### src/sv/rpcp_pkg.sv
`timescale 1ns / 1ps
// Shared types and constants for the rotate, project and clip point pipeline.
package rpcp_pkg;

    localparam int POINT_W    = 16;
    localparam int COEF_W     = 18;
    localparam int ROW_W      = 3 * COEF_W;
    localparam int PROD_W     = COEF_W + POINT_W;
    localparam int ROT_W      = PROD_W + 2;
    localparam int ZOOM_W     = 16;
    localparam int PAN_W      = 16;
    localparam int SCALED_W   = ROT_W + ZOOM_W + 1;
    localparam int FRAC_SHIFT = 34;
    localparam int ACC_W      = SCALED_W + 1;
    localparam int PIX_W      = 16;
    localparam int CFG_IDX_W  = 3;

    localparam int QUEUE_DEPTH = 4;
    localparam int QPTR_W      = 2;
    localparam int QCNT_W      = 3;

    // Identity matrix, one Q2.16 coefficient of 1.0 per row
    localparam logic [ROW_W-1:0] ROW0_RESET = ROW_W'(64'd65536);
    localparam logic [ROW_W-1:0] ROW1_RESET = ROW_W'(64'd17179869184);
    localparam logic [ROW_W-1:0] ROW2_RESET = ROW_W'(64'd4503599627370496);
    localparam logic [ZOOM_W-1:0] ZOOM_RESET = ZOOM_W'(16);

    typedef enum logic [CFG_IDX_W-1:0] {
        REG_MATRIX_ROW0 = 3'd0,
        REG_MATRIX_ROW1 = 3'd1,
        REG_MATRIX_ROW2 = 3'd2,
        REG_ZOOM_SCALE  = 3'd3,
        REG_PAN_X       = 3'd4,
        REG_PAN_Y       = 3'd5,
        REG_SHOW_HIDDEN = 3'd6
    } cfg_reg_t;

    typedef enum logic [1:0] {
        KIND_POINT = 2'd0,
        KIND_BREAK = 2'd1,
        KIND_NONE  = 2'd2
    } point_kind_t;

    // One rotated and classified point travelling from front to back
    typedef struct packed {
        logic signed [ROT_W-1:0] rx;
        logic signed [ROT_W-1:0] ry;
        logic                    proj;
        logic                    zero;
        logic                    eol;
    } rot_item_t;

    typedef struct packed {
        logic [ZOOM_W-1:0]        zoom;
        logic signed [PAN_W-1:0]  pan_x;
        logic signed [PAN_W-1:0]  pan_y;
    } proj_cfg_t;

endpackage

### src/sv/rpcp_queue.sv
`timescale 1ns / 1ps
// Small FIFO between the rotate front end and the project back end.
module rpcp_queue (
    input  logic                            clk,
    input  logic                            rst_n,
    input  logic                            push,
    input  rpcp_pkg::rot_item_t             push_item,
    input  logic                            pop,
    output logic                            head_valid,
    output rpcp_pkg::rot_item_t             head_item,
    output logic [rpcp_pkg::QCNT_W-1:0]     count
);

    rpcp_pkg::rot_item_t             mem_reg [rpcp_pkg::QUEUE_DEPTH];
    logic [rpcp_pkg::QPTR_W-1:0]     wr_ptr_reg, wr_ptr_next;
    logic [rpcp_pkg::QPTR_W-1:0]     rd_ptr_reg, rd_ptr_next;
    logic [rpcp_pkg::QCNT_W-1:0]     count_reg, count_next;

    always_comb
    begin
        wr_ptr_next = push ? wr_ptr_reg + 1'b1 : wr_ptr_reg;
        rd_ptr_next = pop ? rd_ptr_reg + 1'b1 : rd_ptr_reg;
        count_next  = count_reg;
        if (push && !pop)
        begin
            count_next = count_reg + 1'b1;
        end
        else if (pop && !push)
        begin
            count_next = count_reg - 1'b1;
        end
    end

    always_ff @(posedge clk or negedge rst_n)
    begin
        if (!rst_n)
        begin
            wr_ptr_reg <= '0;
            rd_ptr_reg <= '0;
            count_reg  <= '0;
        end
        else
        begin
            wr_ptr_reg <= wr_ptr_next;
            rd_ptr_reg <= rd_ptr_next;
            count_reg  <= count_next;
        end
    end

    always_ff @(posedge clk)
    begin
        if (push)
        begin
            mem_reg[wr_ptr_reg] <= push_item;
        end
    end

    assign head_valid = (count_reg != '0);
    assign head_item  = mem_reg[rd_ptr_reg];
    assign count      = count_reg;

`ifndef SYNTHESIS
    a_no_overflow: assert property (@(posedge clk) disable iff (!rst_n)
        push |-> (count_reg != rpcp_pkg::QCNT_W'(rpcp_pkg::QUEUE_DEPTH)))
        else $error("queue push while full");

    a_no_underflow: assert property (@(posedge clk) disable iff (!rst_n)
        pop |-> (count_reg != '0))
        else $error("queue pop while empty");

    a_count_grows: assert property (@(posedge clk) disable iff (!rst_n)
        (push && !pop) |=> (count_reg == $past(count_reg) + 1'b1))
        else $error("queue count did not follow a lone push");
`endif

endmodule

### config.mk
export PLATFORM = sky130hd
export DESIGN_NAME = rpcp_queue
export DESIGN_NICKNAME = d
export VERILOG_FILES = /design/src/sv/rpcp_pkg.sv /design/src/sv/rpcp_queue.sv
export SDC_FILE = /design/constraint.sdc
export NUM_CORES = 1
export LEC_CHECK = 0
export BUFFER_PORTS_ARGS = -buffer_cell sky130_fd_sc_hd__buf_2
export CAP_MARGIN = 20
export CORE_ASPECT_RATIO = 0.6
export CORE_MARGIN = 4
export CORE_UTILIZATION = 42
export CTS_CLUSTER_SIZE = 40
export DETAILED_ROUTE_END_ITERATION = 7
export MAX_ROUTING_LAYER = met4
export PLACE_DENSITY_LB_ADDON = 0.05
export SETUP_SLACK_MARGIN = 0.02
export SLEW_MARGIN = 0
export SYNTH_ARGS = -nofsm -noshare
export SYNTH_HDL_FRONTEND = slang
export SYNTH_SLANG_ARGS = --single-unit
### constraint.sdc
create_clock -name clk -period 3.3 [get_ports clk]
set_input_delay 0.825 -clock clk [delete_from_list [all_inputs] [get_ports clk]]
set_output_delay 0.825 -clock clk [all_outputs]
set_load 0.03 [all_outputs]
# Yosys cells after proc, flatten, opt, wreduce, memory -nomap -nowiden
# Memory sizes are Yosys's and may differ from the RTL's.
# Index checks and enable logic that the tools add are counted.
dict set report op_classes {
  add_sub_neg 4
  mux 4
  reduce_logical 6
}
# cell n
set ops {}
lappend ops {{$mux 3} 2}
lappend ops {{$add 2x1->2 const B} 2}
lappend ops {{$add 3x1->3 const B} 1}
lappend ops {{$reduce_bool 3->1} 1}
lappend ops {{$sub 3x1->3 const B} 1}
lappend ops {{$logic_and 1x1->1} 2}
lappend ops {{$logic_not 1->1} 2}
lappend ops {{$mux 1} 2}
lappend ops {{$reduce_bool 2->1} 1}
dict set report word_totals {
  ff_bits 7
  mem_bits_rw 300
  out_inout_bits 79
  wordCells 18
  n_memories 1
}
# memory depth width rd rd_clocked_by_memory_dff wr line_no
set mem_list {}
lappend mem_list {mem_reg 4 75 1 0 1 rpcp_queue.sv:14} ;# rpcp_pkg::rot_item_t mem_reg [rpcp_pkg::QUEUE_DEPTH];

# Logic depth before layout (Yosys ltp)
dict set report depth {
  word_depth 4
  mapped_depth 7
  mapped_depth_nobuf 7
}

# Worst setup path before layout
# Ideal clock, no wire load.
dict set report synth_timing {
  path_type {in2reg}
  from {input push}
  to {memory mem_reg[0][0] (netlist name), enable pin}
  setup_time_ns 0.441
  arrival_ns 2.577
  required_time_ns 2.859
  path_slack_ns 0.282
  path_stages 1
  path_buffers 0
  path_cell_list {and2_1}
}
dict set report synth_via {
  elab_chain_len 2
}
# element line_no
set synth_rtl {}
lappend synth_rtl {{start, declared} rpcp_queue.sv:6} ;# input logic push,
lappend synth_rtl {{$mux 1} rpcp_queue.sv:52} ;# if (push)
lappend synth_rtl {{$mux 1 (not written as such)} rpcp_queue.sv:54} ;# mem_reg[wr_ptr_reg] <= push_item;
lappend synth_rtl {{end, declared} rpcp_queue.sv:14}
# No other way between the ends.

==> run_results.csv <==
group,metric,value,unit
detailed_routing,drt_iter0_drc,306,
die,start_util,0.426,
timing,setup_tns,0,ns
die,num_rows,46,
timing,rsz0062_at_grt,"no",
timing,whs,0.126,ns
die,die_area,29500,um^2
clocking,numClockSinks,307,
die,fp.dieW,219,um
clocking,clkLatencyLatePin,0.54,ns
placed_design,numPortBuffers,157,
timing,timing.final.crit_period,3.09,ns
timing,max_freq,324,MHz
die,fp.dieH,135,um
detailed_routing,vias_per_cell,5.00,
setup_path,crit_path_cell_trace,"buf_4 > mux4_2 > buf_2",
clocking,cts_buffers,29,
setup_path,arrival,2.26,ns
clocking,clockBufferDepth,3,
detailed_routing,routed_wl,22000,um
timing,tightest_slew,0.586,ns
clocking,path_clk_slew,0.06,ns
setup_path,start_kind,"register",
layout,layout-drive-gt1-share,0.465,
global_routing,grt_overflow_total,0,
synthesis,syn_avg_cell_area,26.4,um^2
global_routing,grt_pass1_vias,5350,
power_and_ir_drop,ir_drop,0.432,mV
clocking,post_cts_buffers,0,
min_path,hold_class,"primary input to asynchronous set/reset pin",
detailed_routing,ant_nets,0,
run_status,status,"finished, final reports clean",
die,boundaryPins,158,
placed_design,gp_congestion,0.695,
setup_path,end_kind,"output pin",
job,cap_violations,0,
placed_design,pre_cts_ws,0.721,ns
global_routing,grt_usage,0.154,
setup_path,max_stage_delay,0.67,ns
clocking,cts_tree,"yes",
layout,postLayoutCoreUtil,0.510,
timing,finalClockSkew,0.00700,ns
power_and_ir_drop,p_leak,4.59,nW
power_and_ir_drop,p_per_area,959,nW/um^2
synthesis,syn_nets,510,
timing,hold_violations,0,
synthesis,ys_seq_elements,307,
detailed_routing,drcViolationCount,0,
clocking,hold_buffers,0,
timing,setup_violations,0,
setup_path,r2r_cells,4,
timing,fin_crit_sh,0.936,
setup_path,crit_slowest_cell,"dfrtp_4",
synthesis,yosys_warnings,0,
global_routing,grt_pass1_wl,33000,um
synthesis,ys_seq_area_frac,0.817,
layout,layout_commonest_cell,"edfxtp_1",
detailed_routing,vias,4991,
layout,syn_to_final_growth,19.7,%
placed_design,placed_area,12600,um^2
layout,largest_reg_flops,300,
layout,design_area,13400,um^2
layout,nets,697,
timing,postLayoutSetupSlackWorst,0.210,ns
detailed_routing,wire_per_inst,22.0,um
global_routing,antenna_found_initial,7,
timing,slew_viol_final,0,
timing,slew_headroom,0.609,
setup_path,critical_path_class,"register to output pin",
clocking,post_cts_resized,0,
setup_path,cp_data_required_time,2.47,ns
detailed_routing,dr.pass1.iters,4,
clocking,cts_root_buffer,"clkbuf_16",
global_routing,grt_max_degree,35,
synthesis,netlist_area,11200,um^2
setup_path,cp_max_fo,17,
layout,final_cell_mix,"edfxtp_1 (300), buf_2 (157), mux4_2 (75)",
synthesis,synth_cells,425,
placed_design,hpwl,14000,um
die,core,26400,um^2
synthesis,synth_cell_type_count,19,
clocking,h-tree-depth,1,
==> power by group <==
part | total (mW) | switching [mW] | internal (mW)
registers | 5.42 | 0.324 | 5.10
clock network | 3.08 | 1.33 | 1.75
logic | 4.39 | 2.74 | 1.65
total | 12.9 | 4.40 | 8.50
==> per-stage QoR <==
stage / total power, mW / std cells
finish: 12.9 / 999
global route: 13.5 / 999
CTS: 13.1 / 992
detailed placement: 10.0 / 941
global placement: 9.99 / 941
floorplan: 8.67 / 425
==> worst paths after layout <==
check                               from  slack [ns]        endpoint
min in group clk                count[2]        0.49        count[2]
min reg2reg                     count[2]        0.49        count[2]
max reg2reg                wr_ptr_reg[0]        1.44  mem_reg[0][62]
min                                rst_n        0.13        count[2]
max                        rd_ptr_reg[0]        0.21   head_item[22]
max in group asynchronous          rst_n        2.98   rd_ptr_reg[1]
==> kinds of logic after synthesis <==
family / Yosys count / share of synthesized area
AND/OR/NAND/NOR: 8 / 0.00378
multiplexers: 76 / 0.151
flip-flops: 307 / 0.817
buffers and inverters: 21 / 0.0154
XOR/XNOR: 6 / 0.00468
adder cells (fa/ha/maj): 6 / 0.00735
AO/OA/AOI/OAI: 1 / 0.000445
==> area by class of cell <==
type | count | area, um^2
fill | 2164 | 12900
clock inverter | 19 | 139
sequential | 307 | 9190
tap | 360 | 450
inverter | 4 | 15.0
antenna | 7 | 17.5
clock buffer | 32 | 737
timing repair buffer | 173 | 1010
multi-input combinational | 97 | 1890
==> synthesized netlist by cell type <==
master | number | area, um^2
edfxtp_1 | 300 | 9010
mux4_2 | 75 | 1690
dfrtp_1 | 7 | 175
buf_2 | 5 | 25.0
ha_1 | 5 | 62.6
and2_1 | 4 | 25.0
buf_12 | 4 | 80.1
buf_4 | 4 | 30.0
inv_1 | 4 | 15.0
xor2_1 | 4 | 35.0
buf_1 | 3 | 11.3
nand2_1 | 2 | 7.51
xnor2_1 | 2 | 17.5
buf_6 | 1 | 11.3
fa_1 | 1 | 20.0
mux2_2 | 1 | 11.3
nor2_1 | 1 | 3.75
o21ai_0 | 1 | 5.00
or3_1 | 1 | 6.26
==> per-layer routing <==
metal | wire length, um | up-vias | GRT usage
met5 | 0 | - | -
met4 | 329 | 0 | 0.0319
met3 | 1540 | 36 | 0.0490
li1 | - | 2209 | -
met1 | 9770 | 2630 | 0.210
met2 | 10300 | 116 | 0.233
==> critical path: cells and delay by family (launching register included) <==
kind / cells / cell delay (ns)
muxes: 1 / 0.54
DFF: 1 / 0.67
buffers and inverters: 2 / 0.51
(Power assumes the default switching activity.)
